<file path="config.mk">
export PLATFORM = sky130hd
export DESIGN_NAME = sha256_stream_hasher
export DESIGN_NICKNAME = d
export VERILOG_FILES = /design/src/rtl/sha_pkg.sv /design/src/rtl/sha_front.sv /design/src/rtl/sha_core.sv /design/src/rtl/sha256_stream_hasher.sv
export SDC_FILE = /design/constraint.sdc
export NUM_CORES = 2
export LEC_CHECK = 0
export BUFFER_PORTS_ARGS = -buffer_cell sky130_fd_sc_hd__buf_2
export CAP_MARGIN = 20
export CORE_UTILIZATION = 35
export CTS_CLUSTER_DIAMETER = 150
export DETAILED_ROUTE_END_ITERATION = 10
export GPL_TIMING_DRIVEN = 0
export PLACE_DENSITY_LB_ADDON = 0.05
export SLEW_MARGIN = 10
export SYNTH_ARGS = -nofsm -noshare
export SYNTH_HDL_FRONTEND = slang
export SYNTH_SLANG_ARGS = --single-unit
</file>
<file path="constraint.sdc">
create_clock -name clk -period 17.4 [get_ports clk]
set_clock_uncertainty 0.05 [all_clocks]
set_input_delay 0.87 -clock clk [delete_from_list [all_inputs] [get_ports clk]]
set_output_delay 0.87 -clock clk [all_outputs]
set_load 0.02 [all_outputs]
</file>
<file path="src/rtl/sha_pkg.sv">
// SHA-256 stream hasher package: types, constants, rotate helper.
// No dependencies.
package sha_pkg;

  typedef struct packed {
    logic [31:0] data;
    logic [2:0]  cnt;
    logic        last;
  } item_t;

  typedef enum logic [2:0] {
    ST_IDLE,
    ST_ROUND,
    ST_FOLD,
    ST_PAD,
    ST_EMIT
  } core_state_t;

  localparam logic [31:0] ROUND_K [64] = '{
    32'h428a2f98,32'h71374491,32'hb5c0fbcf,32'he9b5dba5,32'h3956c25b,32'h59f111f1,
    32'h923f82a4,32'hab1c5ed5,32'hd807aa98,32'h12835b01,32'h243185be,32'h550c7dc3,
    32'h72be5d74,32'h80deb1fe,32'h9bdc06a7,32'hc19bf174,32'he49b69c1,32'hefbe4786,
    32'h0fc19dc6,32'h240ca1cc,32'h2de92c6f,32'h4a7484aa,32'h5cb0a9dc,32'h76f988da,
    32'h983e5152,32'ha831c66d,32'hb00327c8,32'hbf597fc7,32'hc6e00bf3,32'hd5a79147,
    32'h06ca6351,32'h14292967,32'h27b70a85,32'h2e1b2138,32'h4d2c6dfc,32'h53380d13,
    32'h650a7354,32'h766a0abb,32'h81c2c92e,32'h92722c85,32'ha2bfe8a1,32'ha81a664b,
    32'hc24b8b70,32'hc76c51a3,32'hd192e819,32'hd6990624,32'hf40e3585,32'h106aa070,
    32'h19a4c116,32'h1e376c08,32'h2748774c,32'h34b0bcb5,32'h391c0cb3,32'h4ed8aa4a,
    32'h5b9cca4f,32'h682e6ff3,32'h748f82ee,32'h78a5636f,32'h84c87814,32'h8cc70208,
    32'h90befffa,32'ha4506ceb,32'hbef9a3f7,32'hc67178f2};

  localparam logic [31:0] INIT_H [8] = '{
    32'h6a09e667,32'hbb67ae85,32'h3c6ef372,32'ha54ff53a,
    32'h510e527f,32'h9b05688c,32'h1f83d9ab,32'h5be0cd19};

  localparam logic [7:0] PAD_MARK    = 8'h80;
  localparam logic [5:0] LEN_POS     = 6'd56;
  localparam int         BLOCK_BYTES = 64;
  localparam int         QUEUE_DEPTH = 4;

  function automatic logic [31:0] rotr(input logic [31:0] v, input int n);
    rotr = (v >> n) | (v << (32 - n));
  endfunction

endpackage

</file>
<file path="src/rtl/sha_front.sv">
// Front end: accepts input items, clamps the byte count, queues them.
// Depends on sha_pkg.
module sha_front (
  input  logic           clk,
  input  logic           rst,
  input  logic           in_valid,
  output logic           in_stall,
  input  logic [31:0]    data_word,
  input  logic [2:0]     byte_count,
  input  logic           last_word,
  output logic           q_valid,
  input  logic           q_take,
  output sha_pkg::item_t q_item
);
  localparam int AW = $clog2(sha_pkg::QUEUE_DEPTH);

  sha_pkg::item_t mem [sha_pkg::QUEUE_DEPTH];
  logic [AW-1:0] wr_ptr, rd_ptr;
  logic [AW:0]   fill;
  logic          push, pop;
  sha_pkg::item_t in_item;

  always_comb begin
    in_item.data = data_word;
    in_item.cnt  = (byte_count > 3'd4) ? 3'd4 : byte_count;
    in_item.last = last_word;
  end

  assign in_stall = (fill == (AW+1)'(sha_pkg::QUEUE_DEPTH));
  assign push     = in_valid && !in_stall;
  assign q_valid  = (fill != '0);
  assign pop      = q_valid && q_take;
  assign q_item   = mem[rd_ptr];

  always_ff @(posedge clk) begin
    if (push) mem[wr_ptr] <= in_item;
  end

  always_ff @(posedge clk) begin
    if (rst) begin
      wr_ptr <= '0;
      rd_ptr <= '0;
      fill   <= '0;
    end else begin
      if (push) wr_ptr <= wr_ptr + 1'b1;
      if (pop)  rd_ptr <= rd_ptr + 1'b1;
      fill <= fill + (AW+1)'(push) - (AW+1)'(pop);
    end
  end
endmodule

</file>
<file path="src/rtl/sha_core.sv">
// Back end: block assembly, padding, 64-round compression, digest output.
// Depends on sha_pkg.
module sha_core (
  input  logic           clk,
  input  logic           rst,
  input  logic           q_valid,
  output logic           q_take,
  input  sha_pkg::item_t q_item,
  output logic           out_valid,
  input  logic           out_stall,
  output logic [31:0]    digest_word,
  output logic           digest_last
);
  sha_pkg::core_state_t state, state_next;

  logic [31:0] blk [16];
  logic [31:0] win [16];
  logic [31:0] hs  [8];
  logic [31:0] va, vb, vc, vd, ve, vf, vg, vh;
  logic [5:0]  fill;
  logic [60:0] total;
  logic [5:0]  rnd;
  logic [2:0]  bpos;      // bytes of current item consumed
  logic        padding;   // in the tail of a message
  logic        pad_done;  // 0x80 already placed
  logic        need_len;  // this block carries the length
  logic [2:0]  oidx;

  // byte insertion path: one byte per cycle while taking item bytes or padding
  logic        byte_go, blk_full;
  logic [7:0]  byte_val;
  logic [3:0]  widx;
  logic [4:0]  sh;

  // 0x80 always goes in, even when the data ends right at the length slot
  always_comb begin
    byte_val = 8'h00;
    byte_go  = 1'b0;
    if (state == sha_pkg::ST_IDLE && q_valid && bpos < q_item.cnt) begin
      byte_go  = 1'b1;
      byte_val = q_item.data[5'(8 * (3 - bpos[1:0])) +: 8];
    end else if (state == sha_pkg::ST_PAD && (fill != sha_pkg::LEN_POS || !pad_done)) begin
      byte_go  = 1'b1;
      byte_val = pad_done ? 8'h00 : sha_pkg::PAD_MARK;
    end
  end

  assign widx     = fill[5:2];
  assign sh       = 5'(24 - 8 * fill[1:0]);
  assign blk_full = byte_go && (fill == 6'(sha_pkg::BLOCK_BYTES - 1));
  assign q_take   = (state == sha_pkg::ST_IDLE) && q_valid && (bpos >= q_item.cnt)
                    && !blk_full;

  // schedule and round
  logic [31:0] w, w15, w2, s0, s1, t1, t2;
  always_comb begin
    w15 = win[1];
    w2  = win[14];
    s0  = sha_pkg::rotr(w15, 7) ^ sha_pkg::rotr(w15, 18) ^ (w15 >> 3);
    s1  = sha_pkg::rotr(w2, 17) ^ sha_pkg::rotr(w2, 19) ^ (w2 >> 10);
    w   = (rnd < 6'd16) ? win[0] : (win[0] + s0 + win[9] + s1);
    t1  = vh + (sha_pkg::rotr(ve, 6) ^ sha_pkg::rotr(ve, 11) ^ sha_pkg::rotr(ve, 25))
          + ((ve & vf) ^ (~ve & vg)) + sha_pkg::ROUND_K[rnd] + w;
    t2  = (sha_pkg::rotr(va, 2) ^ sha_pkg::rotr(va, 13) ^ sha_pkg::rotr(va, 22))
          + ((va & vb) ^ (va & vc) ^ (vb & vc));
  end

  logic [63:0] bits;
  assign bits = {total, 3'b000};

  always_comb begin
    state_next = state;
    unique case (state)
      sha_pkg::ST_IDLE: begin
        if (blk_full) state_next = sha_pkg::ST_ROUND;
        else if (q_take && q_item.last) state_next = sha_pkg::ST_PAD;
      end
      sha_pkg::ST_PAD: begin
        if (blk_full) state_next = sha_pkg::ST_ROUND;
        else if (!byte_go) state_next = sha_pkg::ST_ROUND;
      end
      sha_pkg::ST_ROUND: if (rnd == 6'd63) state_next = sha_pkg::ST_FOLD;
      sha_pkg::ST_FOLD: begin
        if (need_len) state_next = sha_pkg::ST_EMIT;
        else if (padding) state_next = sha_pkg::ST_PAD;
        else state_next = sha_pkg::ST_IDLE;
      end
      sha_pkg::ST_EMIT: if (!out_stall && oidx == 3'd7) state_next = sha_pkg::ST_IDLE;
      default: state_next = sha_pkg::ST_IDLE;
    endcase
  end

  always_comb begin
    out_valid   = (state == sha_pkg::ST_EMIT);
    digest_word = hs[oidx];
    digest_last = (oidx == 3'd7);
  end

  always_ff @(posedge clk) begin
    if (byte_go) begin
      if (fill[1:0] == 2'd0) blk[widx] <= {24'd0, byte_val} << sh;
      else blk[widx] <= blk[widx] | ({24'd0, byte_val} << sh);
    end
    if (state == sha_pkg::ST_PAD && !byte_go) begin
      blk[14] <= bits[63:32];
      blk[15] <= bits[31:0];
    end
    if (state == sha_pkg::ST_ROUND) begin
      for (int i = 0; i < 15; i++) win[i] <= win[i+1];
      win[15] <= w;
      {va, vb, vc, vd} <= {t1 + t2, va, vb, vc};
      {ve, vf, vg, vh} <= {vd + t1, ve, vf, vg};
    end else begin
      for (int i = 0; i < 14; i++) win[i] <= blk[i];
      if (state == sha_pkg::ST_PAD && !byte_go) begin
        win[14] <= bits[63:32];
        win[15] <= bits[31:0];
      end else begin
        win[14] <= blk[14];
        if (blk_full) win[15] <= (fill[1:0] == 2'd0) ? ({24'd0, byte_val} << sh)
                                                    : (blk[15] | ({24'd0, byte_val} << sh));
        else win[15] <= blk[15];
      end
      {va, vb, vc, vd, ve, vf, vg, vh} <= {hs[0], hs[1], hs[2], hs[3],
                                           hs[4], hs[5], hs[6], hs[7]};
    end
  end

  always_ff @(posedge clk) begin
    if (rst) begin
      state    <= sha_pkg::ST_IDLE;
      fill     <= '0;
      total    <= '0;
      rnd      <= '0;
      bpos     <= '0;
      padding  <= 1'b0;
      pad_done <= 1'b0;
      need_len <= 1'b0;
      oidx     <= '0;
      for (int i = 0; i < 8; i++) hs[i] <= sha_pkg::INIT_H[i];
    end else begin
      state <= state_next;
      if (byte_go) begin
        fill <= fill + 6'd1;
        if (state == sha_pkg::ST_IDLE) begin
          bpos  <= bpos + 3'd1;
          total <= total + 61'd1;
        end else begin
          pad_done <= 1'b1;
        end
      end
      if (q_take) begin
        bpos <= '0;
        if (q_item.last) padding <= 1'b1;
      end
      if (state == sha_pkg::ST_PAD && !byte_go) need_len <= 1'b1;
      if (state == sha_pkg::ST_ROUND) rnd <= rnd + 6'd1;
      else rnd <= '0;
      if (state == sha_pkg::ST_FOLD) begin
        hs[0] <= hs[0] + va; hs[1] <= hs[1] + vb;
        hs[2] <= hs[2] + vc; hs[3] <= hs[3] + vd;
        hs[4] <= hs[4] + ve; hs[5] <= hs[5] + vf;
        hs[6] <= hs[6] + vg; hs[7] <= hs[7] + vh;
      end
      if (state == sha_pkg::ST_EMIT && !out_stall) begin
        oidx <= oidx + 3'd1;
        if (oidx == 3'd7) begin
          for (int i = 0; i < 8; i++) hs[i] <= sha_pkg::INIT_H[i];
          fill     <= '0;
          total    <= '0;
          padding  <= 1'b0;
          pad_done <= 1'b0;
          need_len <= 1'b0;
        end
      end
    end
  end
endmodule

</file>
<file path="src/rtl/sha256_stream_hasher.sv">
// Streaming SHA-256: bytes in, eight digest words out per message.
// Bytes are inserted one at a time and each item is retired after its last byte;
// each 64-byte block then runs 64 rounds plus a fold.
// A last item adds padding and one or two more blocks, then the eight digest words.
// Synchronous reset clears the queue and control and loads the initial hash.
// Depends on sha_pkg, sha_front, sha_core.
module sha256_stream_hasher (
  input  logic        clk,
  input  logic        rst,
  input  logic        in_valid,
  output logic        in_stall,
  input  logic [31:0] data_word,
  input  logic [2:0]  byte_count,
  input  logic        last_word,
  output logic        out_valid,
  input  logic        out_stall,
  output logic [31:0] digest_word,
  output logic        digest_last
);
  logic           q_valid, q_take;
  sha_pkg::item_t q_item;

  // front: input queue decouples the caller from block processing
  sha_front u_front (
    .clk, .rst, .in_valid, .in_stall, .data_word, .byte_count, .last_word,
    .q_valid, .q_take, .q_item
  );

  // back: byte packer, padding, round engine and digest output
  sha_core u_core (
    .clk, .rst, .q_valid, .q_take, .q_item,
    .out_valid, .out_stall, .digest_word, .digest_last
  );

`ifndef SYNTHESIS
  // the core never takes from an empty queue
  a_take_nonempty: assert property (@(posedge clk) disable iff (rst)
    q_take |-> q_valid) else $error("take from empty queue");
  // a stalled digest word holds
  a_out_hold: assert property (@(posedge clk) disable iff (rst)
    out_valid && out_stall |=> out_valid && $stable(digest_word)) else $error("digest changed");
`endif
endmodule

</file>
## After elaboration in Yosys (flattened, before gate mapping)

Memories as Yosys holds them, arrays and structs flattened. A register that Yosys moved wholly into a read port is not among the register bits.
Index checks and enable logic that the tools add are counted.

| operators by class | value |
|---|---|
| add/subtract/negate cells | 29 |
| magnitude comparators | 5 |
| equality and inequality tests | 13 |
| shifts and indexed selects | 2 |
| multiplexer cells | 124 |
| bitwise logic cells | 67 |
| reduce and logical (&&, ||, !) cells | 26 |

Operators with widths:

| operator | number |
|---|---|
| 32-bit 2-to-1 mux | 49 |
| 32-bit adder | 18 |
| 32-bit bitwise XOR | 9 |
| 61-bit 2-to-1 mux | 4 |
| 32-bit bitwise AND | 5 |
| 32-bit OR | 2 |
| 61-bit by 1-bit adder with 61-bit output, second input constant | 1 |
| 1-bit 2-to-1 mux | 49 |
| 1-bit OR | 36 |
| 32-bit NOT | 1 |
| 10-bit by 32-bit OR with 32-bit output | 1 |
| 13-bit by 32-bit OR with 32-bit output | 1 |
| 14-bit by 32-bit OR with 32-bit output | 1 |
| 15-bit by 32-bit OR with 32-bit output | 1 |
| 19-bit by 32-bit OR with 32-bit output | 1 |
| 21-bit by 32-bit OR with 32-bit output | 1 |
| 25-bit by 32-bit OR with 32-bit output | 1 |
| 26-bit by 32-bit OR with 32-bit output | 1 |
| 30-bit by 32-bit OR with 32-bit output | 1 |
| 7-bit by 32-bit OR with 32-bit output | 1 |
| 32-bit OR reduction | 1 |
| 32-bit by 6-bit variable part select with 8-bit output | 1 |
| 8-bit by 5-bit left shift with 32-bit output | 1 |
| 32-bit by 22-bit bitwise XOR with 32-bit output | 1 |
| other kinds (38) | 78 |

| storage, ports and cells | value |
|---|---|
| register bits | 348 |
| memory bits (writable) | 1424 |
| ROM bits | 2048 |
| input bits | 40 |
| output and inout port bits | 35 |
| logic and storage cells | 291 |
| memories kept | 5 |

Memory list:

| name | depth | bits a word | rd ports | clocked after Yosys merged registers in | write ports | line | text |
|---|---|---|---|---|---|---|---|
| (name not given) | 64 | 32 | 1 | 0 | 0 | sha_core.sv:63 | `+ ((ve & vf) ^ (~ve & vg)) + sha_pkg::ROUND_K[rnd] + w;` |
| u_core.blk | 16 | 32 | 17 | 1 | 2 | sha_core.sv:16 | `logic [31:0] blk [16];` |
| u_core.win | 16 | 32 | 16 | 0 | 16 | sha_core.sv:17 | `logic [31:0] win [16];` |
| u_core.hs | 8 | 32 | 9 | 1 | 8 | sha_core.sv:18 | `logic [31:0] hs [8];` |
| u_front.mem | 4 | 36 | 1 | 1 | 1 | sha_front.sv:17 | `sha_pkg::item_t mem [sha_pkg::QUEUE_DEPTH];` |

## Depth between registers and ports, before layout

| depth | value |
|---|---|
| word-level depth | 13 |
| depth in mapped cells | 46 |
| depth with buffers taken out | 46 |

## Modules after synthesis

From an unflattened synthesis, not the netlist that was laid out.

| unflattened totals | value |
|---|---|
| cell total of the unflattened synthesis | 9403 |
| area total of the unflattened synthesis | 93881.3 um^2 |

By module, submodules not included:

| module | times used | cells each | area an instance (um^2) |
|---|---|---|---|
| sha_core | 1 | 9163 | 88144.5 |
| sha_front | 1 | 240 | 5736.8 |

## Worst setup path after synthesis

No wires, ideal clock.

| path | value |
|---|---|
| kind | register to register |
| from | mem u_core.win[14][20] (netlist: u_core.win[0][468]) |
| to | reg u_core.va[31] |
| library setup time | 0.131 ns |
| arrival time | 9.002 ns |
| setup slack | 8.217 ns |
| cell stages (with the launch flop) | 42 |
| buffers on the path | 0 |
| cells stage by stage | edfxtp_1 > xor2_1 > xnor2_1 > fa_1 > fa_1 > inv_1 > ha_1 > fa_1 > a211oi_1 > o21ai_1 > a31o_2 > a21oi_1 > o21bai_1 > a21o_1 > a21oi_1 > xor2_1 > nor2_1 > a21oi_1 > [6 not listed] > nand2b_1 > xor2_1 > inv_1 > fa_1 > inv_1 > ha_1 > a21o_1 > a21o_1 > a21oi_1 > o211ai_1 > a31oi_1 > a21oi_1 > a211o_1 > a31oi_1 > o21ai_0 > xnor2_1 > xnor2_1 > o21ai_0 |

RTL lines:

| element | line | text |
|---|---|---|
| start, declared | sha_core.sv:17 |  |
| end signal, assigned | sha_core.sv:111 | `{va, vb, vc, vd} <= {t1 + t2, va, vb, vc};` |
| end signal, assigned | sha_core.sv:124 | `{va, vb, vc, vd, ve, vf, vg, vh} <= {hs[0], hs[1], hs[2], hs[3],` |
| end, declared | sha_core.sv:19 | `logic [31:0] va, vb, vc, vd, ve, vf, vg, vh;` |

## Final worst setup path

| path | value |
|---|---|
| from | reg u_core.rnd[2] |
| to | reg u_core.va[31] |

| between the ends | value |
|---|---|
| longest elaborated chain between the ends | 8 |
| elaborated cells between the ends (all ways) | 10 |

RTL lines:

| element | line | text |
|---|---|---|
| start, declared | sha_core.sv:22 | `logic [5:0] rnd;` |
| start signal, assigned | sha_core.sv:157 | `if (state == sha_pkg::ST_ROUND) rnd <= rnd + 6'd1;` |
| 6-bit NOT with 7-bit output (implied by the code) | sha_core.sv:63 |  |
| memory read 64 x 32 bit | n/a |  |
| 32-bit 2-to-1 mux (implied by the code) (2 in a row) | sha_core.sv:63 |  |
| 32-bit adder | sha_core.sv:63 |  |
| 32-bit adder (*) | sha_core.sv:63 |  |
| 32-bit adder (*) | sha_core.sv:111 |  |
| 32-bit 2-to-1 mux (*) | sha_core.sv:108 | `if (state == sha_pkg::ST_ROUND) begin` |

Mark *: on every way between the ends. The rest lies on a longest branch, timed or not. The select of a mux whose other input is x is not followed.
A chain may end at the register's enable or synchronous reset.

==> load_flow_metrics.sql <==
INSERT INTO impl_metrics (metric_group, metric, value, unit) VALUES
('run_status', 'outcome', 'finished, final reports clean', ''),
('timing', 'fmax', '0.0789', 'GHz'),
('timing', 'worst_slew_margin_rel', '13.3', '%'),
('timing', 'timing.final.hold_violations', '0', ''),
('place', 'dp.cells', '13000', ''),
('floorplan', 'io-pin-count', '75', ''),
('cells_and_area', 'most-common-layout-cells', 'nand2_1, dfxtp_1, edfxtp_1', ''),
('global_routing', 'overflow', '0', ''),
('logic_synthesis', 'synth_sequential_area_ratio', '47.1', '%'),
('timing', 'rsz0062_at_grt', 'false', ''),
('route', 'num_vias', '74600', ''),
('setup_path', 'timing.critical_path.fanout_max', '22', ''),
('min_path', 'worstHoldPathType', 'input port to flip-flop', ''),
('setup_path', 'timing.critical_path.slowest_cell_delay', '1010', 'ps'),
('cells_and_area', 'finalNetCount', '10400', ''),
('place', 'buffer_ports.inserted', '74', ''),
('cells_and_area', 'layout_commonest_cell', 'nand2_1', ''),
('route', 'postRouteWirelength', '422000', 'um'),
('timing', 'min_hold_slack', '136', 'ps'),
('logic_synthesis', 'syn_inst', '9245', ''),
('route', 'first_pass_iters', '6', ''),
('clock_network', 'cts_max_path_buffers', '4', ''),
('timing', 'final_setup_violating_endpoints', '0', ''),
('clock_network', 'cts_num_sinks', '1777', ''),
('timing', 'final.setup.tns', '0', 'ps'),
('setup_path', 'critPathArrivalTime', '13350', 'ps'),
('route', 'ant_nets', '0', ''),
('clock_network', 'hold_buffers', '0', ''),
('logic_synthesis', 'synthesis.area', '93400', 'sq um'),
('timing', 'worst-slew-pin-transition', '1290', 'ps'),
('route', 'drc_errors', '0', ''),
('logic_synthesis', 'syn_area_per_cell', '10.1', 'sq um'),
('route', 'drt-initial-drc-count', '8747', ''),
('floorplan', 'rows', '189', ''),
('clock_network', 'numCtsBuffers', '211', ''),
('route', 'routed_wire_length_per_instance', '31.4', 'um'),
('setup_path', 'endpoint_kind', 'flip-flop', ''),
('logic_synthesis', 'number_of_flops_mapped_to_enable_cells_by_yosys', '845', ''),
('timing', 'fin_crit', '12670', 'ps'),
('clock_network', 'cts_root_buf', 'clkbuf_16', ''),
('place', 'gp_congestion', '0.956', ''),
('clock_network', 'cts_setup_buffers', '0', ''),
('timing', 'fin_crit_sh', '72.8', '%'),
('timing', 'slew_viol_final', '0', ''),
('timing', 'setup_slack', '4730', 'ps'),
('floorplan', 'floorplan.die.width', '519', 'um'),
('clock_network', 'path_clk_slew', '60', 'ps'),
('clock_network', 'cts_max_level', '4', ''),
('place', 'detailed_place_hpwl', '336000', 'um'),
('floorplan', 'floorplan.core_area', '265000', 'sq um'),
('floorplan', 'initial_core_utilization', '35.2', '%'),
('logic_synthesis', 'total_of_flip_flops_plus_latches_after_synthesis', '1777', ''),
('clock_network', 'cts.repair.resized', '0', ''),
('global_routing', 'grt_pass1_vias', '70800', ''),
('flow_run', 'maxCapViolations', '0', ''),
('clock_network', 'tritoncts', 'done', ''),
('clock_network', 'clk_latency', '930', 'ps'),
('global_routing', 'number_of_antenna_violations_at_the_first_check_in_global_routing', '56', ''),
('cells_and_area', 'post_route_cells_drive_above_1_share', '10.3', '%'),
('setup_path', 'start_kind', 'flip-flop', ''),
('setup_path', 'critical_path_class', 'flip-flop to flip-flop', ''),
('place', 'pre_cts_setup_slack', '5230', 'ps'),
('logic_synthesis', 'synth.lib_cells_used.distinct', '94', ''),
('setup_path', 'critical_path_data_required_time', '18080', 'ps'),
('setup_path', 'cpMaxStageDelayCell', 'xnor2_1', ''),
('global_routing', 'grt_pass1_wl', '576000', 'um'),
('global_routing', 'maximum_number_of_pins_on_one_net_before_global_route_repair', '61', ''),
('logic_synthesis', 'syn_warnings', '0', ''),
('cells_and_area', 'final_cells', '13400', ''),
('global_routing', 'overall_global_routing_usage', '30.7', '%'),
('route', 'routed_via_density', '5.55', ''),
('cells_and_area', 'area_growth_syn_to_layout', '15.4', '%'),
('floorplan', 'fp.dieArea', '269000', 'sq um'),
('logic_synthesis', 'postSynth.asyncResetShare', '0', '%'),
('floorplan', 'die-height', '519', 'um'),
('logic_synthesis', 'ys_dominant_reg_cell', 'dfxtp_1', '');
==> synth_stat cells, types with 21 or more instances <==
cell type / number / area, sq um
a211o_1: 21 / 184
a211oi_1: 62 / 465
a21o_1: 179 / 1340
a21oi_1: 406 / 2030
a22o_1: 27 / 236
a31oi_1: 68 / 425
and2_1: 22 / 138
and3_1: 54 / 338
buf_1: 56 / 210
clkbuf_1: 388 / 1460
dfxtp_1: 932 / 18700
edfxtp_1: 845 / 25400
fa_1: 196 / 3920
ha_1: 418 / 5230
inv_1: 410 / 1540
mux2_2: 39 / 439
mux2i_1: 51 / 510
mux4_2: 276 / 6220
nand2_1: 2390 / 8970
nand2b_1: 104 / 651
nand3_1: 112 / 561
nand4_1: 26 / 163
nor2_1: 390 / 1460
nor2b_1: 49 / 307
nor3_1: 105 / 526
o211ai_1: 55 / 413
o21a_1: 60 / 450
o21ai_0: 424 / 2120
o21bai_1: 50 / 375
o22ai_1: 49 / 307
o31ai_1: 24 / 180
or3_1: 38 / 238
xnor2_1: 367 / 3210
xor2_1: 264 / 2310
==> stage by stage <==
step	util, %	area (sq um)
global route	40.6	108000
finish	40.6	108000
CTS	40.6	108000
floorplan	-	93700
global placement	37.1	98500
detailed placement	38.0	101000
==> cells by family (layout without fill, tap and decap cells) <==
kind of cell,count (synthesis),after routing,share of synthesized area [%]
flip-flops,1777,1777,47.1
multiplexers,366,366,7.67
adder cells (fa/ha/maj),632,632,9.99
AND/OR/NAND/NOR,3365,3365,14.9
AO/OA/AOI/OAI,1604,1604,10.8
other,1,73,0.00401
XOR/XNOR,631,631,5.91
buffers and inverters,869,1463,3.52
==> final timing paths <==
check / depth (start not counted) / end / start / slack [ps]
max: 39 / u_core.va[31] / u_core.rnd[2] / 4730
max reg2reg: 39 / u_core.va[31] / u_core.rnd[2] / 4730
min reg2reg: 2 / u_core.win[0][251] / u_core.win[0][283] / 340
min: 1 / u_front.mem[2][0] / last_word / 140
==> layer usage <==
layer / GRT usage [%] / up-vias / routed length, um
met1: 46.3 / 37800 / 197000
li1: - / 33000 / -
met2: 44.6 / 3283 / 175000
met3: 5.45 / 525 / 35600
met5: 0 / - / 113
met4: 8.57 / 16 / 13500
==> final cells by class <==
class                           count  area, sq um
Fill cell                       26200       158000
Multi-Input combinational cell   6662        46800
Sequential cell                  1777        44000
Clock buffer                      312         6130
Tap cell                         3533         4420
Timing Repair Buffer              201         2180
Buffer                            457         1800
Inverter                          412         1550
Clock inverter                     81          917
Antenna cell                        9         22.5
==> state kept, by name, indices dropped and copies added (netlist names), 32 cells and up, named ones only <==
register	flops
u_core.blk	512
u_core.win	512
u_core.hs	256
u_front.mem	144
u_core.total	61
u_core.va	32
u_core.vb	32
u_core.vc	32
u_core.vd	32
u_core.ve	32
u_core.vf	32
u_core.vg	32
u_core.vh	32
==> worst max-delay path, delay by kind of cell (launching register included) <==
kind	cells	cell delay, ps
flip-flops	1	980
XOR/XNOR	3	1470
buffers and inverters	6	1420
AND/OR/NAND/NOR	5	900
adder cells (fa/ha/maj)	7	3100
AO/OA/AOI/OAI	18	4530
Power is not shown: default switching activity piles up to over one toggle a cycle in this logic, so the estimate is an artifact.
